--- src/rtl/i2a_pkg.sv ---
// Shared constants, types and helper functions for the integer-to-ASCII formatter.
// No dependencies.
package i2a_pkg;

	localparam int VALUE_BITS_DEF = 32;

	localparam logic [6:0] CH_ZERO    = 7'h30;
	localparam logic [6:0] CH_UPPER_A = 7'h41;
	localparam logic [6:0] CH_MINUS   = 7'h2D;
	localparam logic [6:0] CH_LOWER_X = 7'h78;

	localparam logic MODE_DEC = 1'b0;
	localparam logic MODE_HEX = 1'b1;

	typedef enum logic [2:0] {
		DU_HOLD,
		DU_LOAD_DEC,
		DU_LOAD_HEX,
		DU_STEP,
		DU_SHIFT
	} du_cmd_t;

	// Decimal digits needed for an unsigned value of the given width.
	function automatic int dec_digits(int bits);
		return (bits * 30103) / 100000 + 1;
	endfunction

	function automatic logic [6:0] digit_char(logic [3:0] d);
		logic [6:0] c;
		if (d < 4'd10) begin
			c = CH_ZERO + 7'(d);
		end else begin
			c = CH_UPPER_A + 7'(d) - 7'd10;
		end
		return c;
	endfunction

endpackage

--- src/rtl/i2a_if.sv ---
// Valid/ready channel interfaces for the integer-to-ASCII formatter.
// Depends on i2a_pkg.
interface i2a_in_if #(
	parameter int VALUE_BITS = i2a_pkg::VALUE_BITS_DEF
);
	logic                         valid;
	logic                         ready;
	logic signed [VALUE_BITS-1:0] value;
	logic                         mode;

	modport source (output valid, value, mode, input ready);
	modport sink (input valid, value, mode, output ready);
endinterface

interface i2a_out_if;
	logic       valid;
	logic       ready;
	logic [6:0] character;
	logic       last;

	modport source (output valid, character, last, input ready);
	modport sink (input valid, character, last, output ready);
endinterface

--- src/rtl/i2a_digit_unit.sv ---
// Shared digit unit: double-dabble binary to BCD, one bit per step, and a
// four-bit left shifter that presents the leading digit. Depends on i2a_pkg.
module i2a_digit_unit #(
	parameter int VALUE_BITS = i2a_pkg::VALUE_BITS_DEF,
	parameter int NUM_DIGITS = i2a_pkg::dec_digits(i2a_pkg::VALUE_BITS_DEF)
) (
	input  logic                  clk,
	input  i2a_pkg::du_cmd_t      cmd,
	input  logic [VALUE_BITS-1:0] load_val,
	output logic [3:0]            top_digit
);

	localparam int DIG_W = 4 * NUM_DIGITS;

	logic [VALUE_BITS-1:0] bin_q;
	logic [DIG_W-1:0]      bcd_q;
	logic [DIG_W-1:0]      adj;

	always_comb begin
		adj = bcd_q;
		for (int i = 0; i < NUM_DIGITS; i++) begin
			if (bcd_q[4*i +: 4] >= 4'd5) begin
				adj[4*i +: 4] = bcd_q[4*i +: 4] + 4'd3;
			end
		end
	end

	always_ff @(posedge clk) begin
		case (cmd)
			i2a_pkg::DU_LOAD_DEC: begin
				bin_q <= load_val;
				bcd_q <= '0;
			end
			i2a_pkg::DU_LOAD_HEX: begin
				bcd_q <= DIG_W'(load_val);
			end
			i2a_pkg::DU_STEP: begin
				{bcd_q, bin_q} <= {adj, bin_q} << 1;
			end
			i2a_pkg::DU_SHIFT: begin
				bcd_q <= {bcd_q[DIG_W-5:0], 4'h0};
			end
			default: begin
			end
		endcase
	end

	assign top_digit = bcd_q[DIG_W-1 -: 4];

endmodule

--- src/rtl/int_to_ascii_formatter_core.sv ---
// Integer-to-ASCII formatter top level: sequencer, sign handling and output register.
// Depends on i2a_pkg, i2a_if and i2a_digit_unit.
//
// Formats one VALUE_BITS-bit value per transaction as ASCII, most significant
// character first, with last set on the final character. mode 0 prints signed
// decimal with a leading '-' for negative values; mode 1 prints "0x" and the
// uppercase hex digits of the raw bit pattern. Leading zeros are dropped and
// zero prints as a single '0'. One item is in work at a time and item.ready is
// high only when idle. A decimal item runs double-dabble conversion (one bit per
// cycle in the shared digit unit), then emits '-' if negative; a hex item skips
// conversion and emits the "0x" prefix. Both then drop the leading zeros of the
// digit register and emit the remaining digits; a result stall holds emission.
module int_to_ascii_formatter_core #(
	parameter int VALUE_BITS = i2a_pkg::VALUE_BITS_DEF
) (
	input  logic      clk,
	input  logic      arst_n,
	i2a_in_if.sink    item,
	i2a_out_if.source result
);

	localparam int NUM_DIGITS = i2a_pkg::dec_digits(VALUE_BITS);
	localparam int CNT_W      = $clog2(NUM_DIGITS + 1);
	localparam int STEP_W     = $clog2(VALUE_BITS + 1);

	typedef enum logic [2:0] {
		S_IDLE,
		S_CONV,
		S_PFX,
		S_PFX_X,
		S_SKIP,
		S_EMIT
	} state_t;

	state_t                state_q;
	logic                  hex_q;
	logic                  neg_q;
	logic [STEP_W-1:0]     step_q;
	logic [CNT_W-1:0]      cnt_q;
	logic                  ovld_q;
	logic [6:0]            char_q;
	logic                  last_q;

	logic                  accept;
	logic                  slot_free;
	logic                  load_char;
	logic [VALUE_BITS-1:0] raw;
	logic [VALUE_BITS-1:0] mag;
	logic [VALUE_BITS-1:0] load_val;
	logic [3:0]            top_digit;
	logic                  lead_zero;
	i2a_pkg::du_cmd_t      du_cmd;

	assign accept    = item.valid && item.ready;
	assign slot_free = !ovld_q || result.ready;
	assign load_char = slot_free &&
		(state_q == S_PFX || state_q == S_PFX_X || state_q == S_EMIT);
	assign raw       = item.value;
	assign mag       = raw[VALUE_BITS-1] ? (~raw + VALUE_BITS'(1)) : raw;
	assign load_val  = (item.mode == i2a_pkg::MODE_HEX) ? raw : mag;
	assign lead_zero = (top_digit == 4'h0) && (cnt_q > CNT_W'(1));

	always_comb begin
		du_cmd = i2a_pkg::DU_HOLD;
		unique case (state_q)
			S_IDLE: begin
				if (accept) begin
					du_cmd = (item.mode == i2a_pkg::MODE_HEX) ?
						i2a_pkg::DU_LOAD_HEX : i2a_pkg::DU_LOAD_DEC;
				end
			end
			S_CONV: du_cmd = i2a_pkg::DU_STEP;
			S_SKIP: begin
				if (lead_zero) begin
					du_cmd = i2a_pkg::DU_SHIFT;
				end
			end
			S_EMIT: begin
				if (slot_free) begin
					du_cmd = i2a_pkg::DU_SHIFT;
				end
			end
			default: du_cmd = i2a_pkg::DU_HOLD;
		endcase
	end

	i2a_digit_unit #(
		.VALUE_BITS (VALUE_BITS),
		.NUM_DIGITS (NUM_DIGITS)
	) u_digit (
		.clk       (clk),
		.cmd       (du_cmd),
		.load_val  (load_val),
		.top_digit (top_digit)
	);

	always_ff @(posedge clk or negedge arst_n) begin
		if (!arst_n) begin
			state_q <= S_IDLE;
			hex_q   <= 1'b0;
			neg_q   <= 1'b0;
			step_q  <= '0;
			cnt_q   <= '0;
			ovld_q  <= 1'b0;
			char_q  <= '0;
			last_q  <= 1'b0;
		end else begin
			if (load_char) begin
				ovld_q <= 1'b1;
			end else if (result.ready) begin
				ovld_q <= 1'b0;
			end
			unique case (state_q)
				S_IDLE: begin
					if (accept) begin
						hex_q   <= (item.mode == i2a_pkg::MODE_HEX);
						neg_q   <= (item.mode == i2a_pkg::MODE_DEC) && raw[VALUE_BITS-1];
						step_q  <= STEP_W'(VALUE_BITS);
						cnt_q   <= CNT_W'(NUM_DIGITS);
						state_q <= (item.mode == i2a_pkg::MODE_HEX) ? S_PFX : S_CONV;
					end
				end
				S_CONV: begin
					step_q <= step_q - STEP_W'(1);
					if (step_q == STEP_W'(1)) begin
						state_q <= neg_q ? S_PFX : S_SKIP;
					end
				end
				S_PFX: begin
					if (slot_free) begin
						char_q  <= hex_q ? i2a_pkg::CH_ZERO : i2a_pkg::CH_MINUS;
						last_q  <= 1'b0;
						state_q <= hex_q ? S_PFX_X : S_SKIP;
					end
				end
				S_PFX_X: begin
					if (slot_free) begin
						char_q  <= i2a_pkg::CH_LOWER_X;
						last_q  <= 1'b0;
						state_q <= S_SKIP;
					end
				end
				S_SKIP: begin
					if (lead_zero) begin
						cnt_q <= cnt_q - CNT_W'(1);
					end else begin
						state_q <= S_EMIT;
					end
				end
				S_EMIT: begin
					if (slot_free) begin
						char_q <= i2a_pkg::digit_char(top_digit);
						last_q <= (cnt_q == CNT_W'(1));
						cnt_q  <= cnt_q - CNT_W'(1);
						if (cnt_q == CNT_W'(1)) begin
							state_q <= S_IDLE;
						end
					end
				end
				default: state_q <= S_IDLE;
			endcase
		end
	end

	assign item.ready       = (state_q == S_IDLE);
	assign result.valid     = ovld_q;
	assign result.character = char_q;
	assign result.last      = last_q;

endmodule

--- src/flat_wrapper.sv ---
// flat-port wrapper written by rule: the top's interface ports become plain ports
module int_to_ascii_formatter_core_flat 
#(
	parameter int VALUE_BITS = i2a_pkg::VALUE_BITS_DEF
)
  (clk, arst_n, item_valid, item_value, item_mode, item_ready, result_valid, result_character, result_last, result_ready);
  i2a_in_if #(.VALUE_BITS(VALUE_BITS)) item_i ();
  i2a_out_if result_i ();
  input  logic clk;
  input  logic arst_n;
  input wire logic [$bits(item_i.valid)-1:0] item_valid;
  input wire logic [$bits(item_i.value)-1:0] item_value;
  input wire logic [$bits(item_i.mode)-1:0] item_mode;
  output wire logic [$bits(item_i.ready)-1:0] item_ready;
  output wire logic [$bits(result_i.valid)-1:0] result_valid;
  output wire logic [$bits(result_i.character)-1:0] result_character;
  output wire logic [$bits(result_i.last)-1:0] result_last;
  input wire logic [$bits(result_i.ready)-1:0] result_ready;
  assign item_i.valid = item_valid;
  assign item_i.value = item_value;
  assign item_i.mode = item_mode;
  assign item_ready = item_i.ready;
  assign result_valid = result_i.valid;
  assign result_character = result_i.character;
  assign result_last = result_i.last;
  assign result_i.ready = result_ready;
  int_to_ascii_formatter_core #(.VALUE_BITS(VALUE_BITS)) u_core (.clk(clk), .arst_n(arst_n), .item(item_i), .result(result_i));
endmodule
--- config.mk ---
export PLATFORM = sky130hd
export DESIGN_NAME = int_to_ascii_formatter_core_flat
export DESIGN_NICKNAME = d
export VERILOG_FILES = /design/src/rtl/i2a_pkg.sv /design/src/rtl/i2a_if.sv /design/src/rtl/i2a_digit_unit.sv /design/src/rtl/int_to_ascii_formatter_core.sv /design/src/flat_wrapper.sv
export SDC_FILE = /design/constraint.sdc
export NUM_CORES = 1
export LEC_CHECK = 0
export ABC_CLOCK_PERIOD_IN_PS = 4340
export BUFFER_PORTS_ARGS = -buffer_cell sky130_fd_sc_hd__buf_4
export CAP_MARGIN = 25
export CORE_MARGIN = 2
export CORE_UTILIZATION = 40
export CTS_BUF_LIST = sky130_fd_sc_hd__clkbuf_8 sky130_fd_sc_hd__clkbuf_16
export DETAILED_ROUTE_END_ITERATION = 7
export PLACE_DENSITY = 0.53
export SETUP_SLACK_MARGIN = 0.5
export SLEW_MARGIN = 30
export SYNTH_ARGS = -nofsm -noshare
export SYNTH_HDL_FRONTEND = slang
export SYNTH_SLANG_ARGS = --single-unit
--- constraint.sdc ---
create_clock -name clk -period 4.34 [get_ports clk]
set_clock_uncertainty 0.1 [all_clocks]
set_input_delay 0.434 -clock clk [delete_from_list [all_inputs] [get_ports clk]]
set_output_delay 0.434 -clock clk [all_outputs]
set_load 0.03 [all_outputs]
Word level (Yosys, flattened, before mapping)
Index checks and enable logic that the tools add are counted.

Eq/ne operators: 20. Div/mod/pow operators: 0. Multiply operators: 0. Bitwise operators: 2. Reduce and logical (&&, ||, !) cells: 24. Shifts and indexed selects: 0. Muxes and demuxes: 46. Add/subtract/negate cells: 16. $lt $le $gt $ge: 12.

Operators by type and width (count): 40-bit one-hot mux with 4 select lines (1); 32-bit 2-to-1 mux (2); 32-bit one-hot mux with 2 select lines (1); 4-bit 2-to-1 mux (12); 4-bit by 3-bit greater-or-equal comparator with 1-bit output (second input constant) (10); 3-bit 2-to-1 mux (13); 4-bit by 2-bit adder with 4-bit output (second input constant) (9); 32-bit by 1-bit adder with 32-bit output (second input constant) (1); 32-bit inverter (1); 7-bit 2-to-1 mux (4); 7-bit one-hot mux with 3 select lines (1); 3-bit one-hot mux with 6 select lines (1); 3-bit by 2-bit == test with 1-bit output (second input constant) (4); 2-bit by 1-bit inequality test with 1-bit output (second input constant) (6); 3-bit one-hot mux with 4 select lines (1); 4-bit one-hot mux with 3 select lines (1); 6-bit one-hot mux with 2 select lines (1); 3-bit == test (second input constant) (3); 4-bit AND reduction (2); 2-bit nonzero test (4); 6-bit by 4-bit adder with 7-bit output (first input constant) (1); 7-bit by 4-bit adder with 7-bit output (first input constant) (1); 7-bit AND reduction (1); 7-bit by 4-bit subtractor with 7-bit output (second input constant) (1); 25 further kinds (38).

Bits in writable memories: 0. Memories: 0. Word-level logic and storage cells: 130. Output and inout port bits: 10. Flip-flop bits (word level): 96. Input port bits: 37. Memory bits (read-only): 0. Bits in latches: 0.

Logic depth before layout (Yosys ltp)
Depth after elaboration: 6. Mapped depth: 8. Depth with buffers taken out: 7.

Hierarchy
From an unflattened synthesis, not the netlist that was laid out.

Cell total of the unflattened synthesis: 602. Area total of the unflattened synthesis: 6258.5 um2.

By module, submodules not included: i2a_digit_unit (area each 4150.2 um2, cells an instance 338, sequential area each 2162.1 um2, instances 1); int_to_ascii_formatter_core (area each 2108.3 um2, cells an instance 264, sequential area each 600.6 um2, instances 1).

Worst setup path before layout
Ideal clock, no wire load.

Path type: register to register. Start point: reg u_core.state_q[1]. End point: reg u_core.u_digit.bin_q[0] (enable). Path buffers: 1. Stages on the path, launching flop included: 5. Setup slack: -262 ps. Arrival time: 4036 ps. Required time: 3774 ps. Period minus slack after synthesis: 4602 ps. Cell sequence: dfrtp_1 clkbuf_1 nor3_1 nand2_1 o21ai_0.

Word-level cells in the longest chain between the ends: 6.

RTL lines: from (decl) (RTL line int_to_ascii_formatter_core.sv:35) `state_t state_q;`; from (signal assigned) (RTL line int_to_ascii_formatter_core.sv:120) `state_q <= (item.mode == i2a_pkg::MODE_HEX) ? S_PFX : S_CONV;`; from (signal assigned) (RTL line int_to_ascii_formatter_core.sv:126) `state_q <= neg_q ? S_PFX : S_SKIP;`; from (signal assigned) (RTL line int_to_ascii_formatter_core.sv:133) `state_q <= hex_q ? S_PFX_X : S_SKIP;`; 3-bit logical NOT (*) (RTL line int_to_ascii_formatter_core.sv:165) `assign item.ready = (state_q == S_IDLE);`; via item_ready (RTL line flat_wrapper.sv:14) `output wire logic [$bits(item_i.ready)-1:0] item_ready;`; 1-bit logical AND (RTL line int_to_ascii_formatter_core.sv:54) `assign accept = item.valid && item.ready;`; 3-bit 2-to-1 mux (RTL line int_to_ascii_formatter_core.sv:67) `if (accept) begin`; 3-bit one-hot mux with 4 select lines (*) (RTL line int_to_ascii_formatter_core.sv:65) `unique case (state_q)`; 3-bit by 2-bit == test with 1-bit output or 3-bit by 1-bit == test with 1-bit output (tied branches) (RTL line i2a_digit_unit.sv:29) `case (cmd)`; 2-bit nonzero test (no source line) (*); to (signal assigned) (RTL line i2a_digit_unit.sv:31) `bin_q <= load_val;`; to (signal assigned) (RTL line i2a_digit_unit.sv:38) `{bcd_q, bin_q} <= {adj, bin_q} << 1;`; to (decl) (RTL line i2a_digit_unit.sv:15) `logic [VALUE_BITS-1:0] bin_q;`.

The timed path passes the listed nets; every way through them passes the cells marked *. A chain may end at the register's enable or synchronous reset.

Worst setup path in the final report
Start point: reg u_core.state_q[0]. End point: reg u_core.u_digit.bcd_q[33] (enable).

Word-level cells in the longest chain between the ends: 6.

RTL lines: 3-bit logical NOT (RTL line int_to_ascii_formatter_core.sv:65, int_to_ascii_formatter_core.sv:165); 1-bit logical AND (RTL line int_to_ascii_formatter_core.sv:54); 3-bit 2-to-1 mux (RTL line int_to_ascii_formatter_core.sv:67); 3-bit one-hot mux with 4 select lines (*) (RTL line int_to_ascii_formatter_core.sv:65); 3-bit == test (tied with other cells) (RTL line i2a_digit_unit.sv:29); 4-bit nonzero test (no source line) (*); to (signal assigned) (RTL line i2a_digit_unit.sv:35) `bcd_q <= DIG_W'(load_val);`; to (signal assigned) (RTL line i2a_digit_unit.sv:38); to (signal assigned) (RTL line i2a_digit_unit.sv:41) `bcd_q <= {bcd_q[DIG_W-5:0], 4'h0};`; to (decl) (RTL line i2a_digit_unit.sv:16) `logic [DIG_W-1:0] bcd_q;`.

Mark *: on every way between the ends. The rest lies on a longest branch, timed or not.

==> impl_metrics.py <==
metrics = {
    "synthesis": {
        "ys_seq_area_frac": 0.457,
        "netlist_area_sq_um": 6050,
        "yosysWarningCount": 0,
        "synth_flop_cell": "edfxtp_1",
        "syn_area_per_cell_sq_um": 9.36,
        "syn_inst": 646,
        "synth_cell_types": 58,
        "synth_edf_count": 72,
        "async_flop_share": 0.250,
        "synth_nets": 709,
        "synth-seq-cells": 96,
    },
    "die": {
        "die_w_um": 127,
        "start_util": 0.413,
        "io_pins": 47,
        "dieHeight_um": 127,
        "core_area_sq_um": 14600,
        "die-area_sq_um": 16100,
        "std_cell_rows": 44,
    },
    "cts": {
        "cts_tree": "done",
        "clockBufferDepth": 2,
        "cts_root_buffer": "clkbuf_16",
        "hold_buffers": 1,
        "cts_made_buffers": 9,
        "path_clk_slew_ns": 0.07,
        "post_cts_resized": 0,
        "cts.sinks": 96,
        "htreeDepth": 3,
        "post_cts.repair.setup_buffers": 0,
        "clk_latency_ns": 0.35,
    },
    "power": {
        "switching_share": 0.412,
        "power.total_mw": 5.22,
        "pwr-share-clk": 0.153,
        "seqPwrFrac": 0.409,
        "combPwrFrac": 0.438,
        "leakage_nw": 2.61,
        "cellPowerDensity_nw_per_um2": 760,
        "p_int_mw": 3.07,
        "ir_drop_uv": 265,
        "power.switching_mw": 2.15,
    },
    "sta": {
        "rsz0062_at_grt": "false",
        "relSlewSlack": 0.381,
        "tns_ns": 0,
        "worst_pin_slew_ns": 0.929,
        "maxSlewViolCount": 0,
        "hold_viol_final": 0,
        "finalSetupViolations": 0,
        "min_period_ns": 2.76,
        "post-route-period-util": 0.637,
        "max_freq_ghz": 0.362,
    },
    "finish": {
        "area_delta_synth_final_pct": 13.6,
        "num_antenna_cells": 0,
        "regArea_sq_um": 2760,
        "drive_above_1_share": 0.118,
        "fillers": 1406,
        "multi_input_area_sq_um": 3050,
        "num-nets-final": 738,
    },
    "global_route": {
        "antenna_found_initial": 0,
        "grt_pass1_vias": 4668,
        "grt_max_degree": 68,
        "grt_use_total": 0.190,
        "grt_overflow_total": 0,
        "grt_pass1_wl_um": 24300,
    },
    "setup_path": {
        "path_max_fanout": 43,
        "required_ns": 4.21,
        "cp_data_arrival_time_ns": 2.63,
        "worstSetupPathType": "reg2reg",
        "cp-start-kind": "flop",
        "cp-end-kind": "flop",
    },
    "detailed_routing": {
        "drc_errors": 0,
        "drtAntennaViolNets": 0,
        "drt_iter0_markers": 304,
        "vias": 4836,
        "vias_per_cell": 5.60,
        "firstDrtPassIters": 5,
        "wirelength_um": 14800,
        "post_drt_wl_per_cell_um": 17.1,
    },
    "min_path": {
        "hold_path_class": "in2reg",
    },
    "place": {
        "port_buffers": 46,
        "gp_congestion": 0.803,
        "hpwlAfterDp_um": 10200,
    },
    "run_status": {
        "status": "complete, no violations",
    },
    "job": {
        "max_cap_violations": 0,
    },
}
cells in the final DEF (no fill, tap or decap), drive strengths merged, types with 3 or more instances in the layout:
cell	count
nor3b	13
or4	3
o21ai	65
nor4	5
clkinv	4
edfxtp	72
and2	3
a221o	13
a21o	3
nor2	68
inv	35
o22a	3
mux2i	6
nand2b	16
xnor2	40
a22oi	14
nor2b	5
dfrtp	24
a21oi	70
clkbuf	9
buf	51
or3	7
ha	26
a31oi	12
nand3	7
a41oi	4
nand2	55
nor3	14
sequential cells by signal, indices dropped and copies added, names as in the netlist:
name and count:
u_core.state_q 3, u_core.result.last 1, u_core.u_digit.bin_q 32, u_core.cnt_q 4, u_core.result.valid 1, u_core.u_digit.bcd_q 40, u_core.step_q 6, u_core.result.character 7
u_core.hex_q 1, u_core.neg_q 1
metrics by stage:
stage / cells / area, sq um / utilization / hold WS, ns / worst slack (ns)
after global routing: 864 / 6870 / 0.469 / 0.340 / 1.33
after global placement: 846 / 6540 / 0.447 / 0.257 / 1.60
final: 864 / 6870 / 0.469 / 0.335 / 1.58
after CTS: 864 / 6870 / 0.469 / 0.314 / 1.53
after detailed placement: 847 / 6570 / 0.449 / 0.261 / 1.53
after floorplan: 646 / 6050 / - / 0.0384 / 0.604
final cells by class:
cell class                 instances  area share
inverter                          34      0.0186
timing repair buffer              52      0.0601
multi-input combinational        482       0.444
clock buffer                       9      0.0328
sequential                        96       0.402
tap                              184      0.0335
clock inverter                     7     0.00929
worst paths after layout:
| check | start | cells after the start | endpoint | slack (ns) |
|---|---|---|---|---|
| setup / recovery | u_core.state_q[0]$_DFFE_PN0P_ | 4 | u_core.u_digit.bcd_q[33]$_DFFE_PP_ | 1.58 |
| hold / removal | item_value[0] | 3 | u_core.u_digit.bin_q[0]$_SDFFCE_PP0P_ | 0.33 |
| setup reg to reg | u_core.state_q[0]$_DFFE_PN0P_ | 4 | u_core.u_digit.bcd_q[33]$_DFFE_PP_ | 1.58 |
| hold reg to reg | u_core.step_q[5]$_DFFE_PN0P_ | 1 | u_core.step_q[5]$_DFFE_PN0P_ | 0.39 |
| max in group asynchronous | arst_n | 2 | u_core.cnt_q[1]$_DFFE_PN0P_ | 3.47 |
| min in group asynchronous | arst_n | 2 | u_core.result.character[4]$_DFFE_PN0P_ | 0.42 |
cell families (layout without fill, tap and decap cells):
kind of cell	count (synthesis)	after routing	share of synthesized area
and+or+nand+nor	205	205	0.169
xor gates and xnor gates	40	40	0.0579
AOI/OAI and AO/OA	204	204	0.206
DFF	96	96	0.457
buffers and inverters	68	102	0.0443
adders and majority gates	26	26	0.0538
muxes	7	7	0.0118
per-layer routing:
metal / routed length [um] / vias to the layer above / global-route usage
li1: - / 2408 / -
met1: 7110 / 2322 / 0.264
met4: 320 / 0 / 0.0782
met3: 529 / 21 / 0.0266
met5: 0 / - / 0
met2: 6800 / 85 / 0.299
critical path, stage by stage (launching register included):
cell and delay [ns]:
dfrtp_1 0.66, inv_1 0.22, nor3_2 0.14, buf_4 0.41, or3_2 0.81
power groups by stage:
stage	clock network (mW)	logic (mW)	registers, mW
6_report	0.799	2.29	2.13
3_5_place_dp	0	2.31	2.14
3_3_place_gp	0	2.23	2.13
4_1_cts	0.817	2.32	2.13
2_1_floorplan	0	1.70	2.06
5_1_grt	0.854	2.63	2.21
cell usage after synthesis (3+ instances only):
master | instances | area [sq um]
ha_1 | 26 | 325
nor4_1 | 4 | 25.0
inv_1 | 34 | 128
o22a_1 | 3 | 26.3
edfxtp_1 | 72 | 2160
o21ai_0 | 65 | 325
and2_1 | 3 | 18.8
nand3_1 | 7 | 35.0
nand2b_1 | 16 | 100
a221o_1 | 12 | 120
buf_2 | 3 | 15.0
xnor2_1 | 40 | 350
dfrtp_1 | 24 | 601
clkbuf_1 | 28 | 105
a41oi_1 | 4 | 35.0
nor2b_1 | 5 | 31.3
nor3_1 | 13 | 65.1
nor2_1 | 68 | 255
a21o_1 | 3 | 22.5
or3_1 | 7 | 43.8
a31oi_1 | 12 | 75.1
or4_1 | 3 | 22.5
a21oi_1 | 68 | 340
nor3b_1 | 13 | 97.6
a22oi_1 | 14 | 105
nand2_1 | 55 | 206
mux2i_1 | 6 | 60.1
Power figures use the tool's default switching activity.
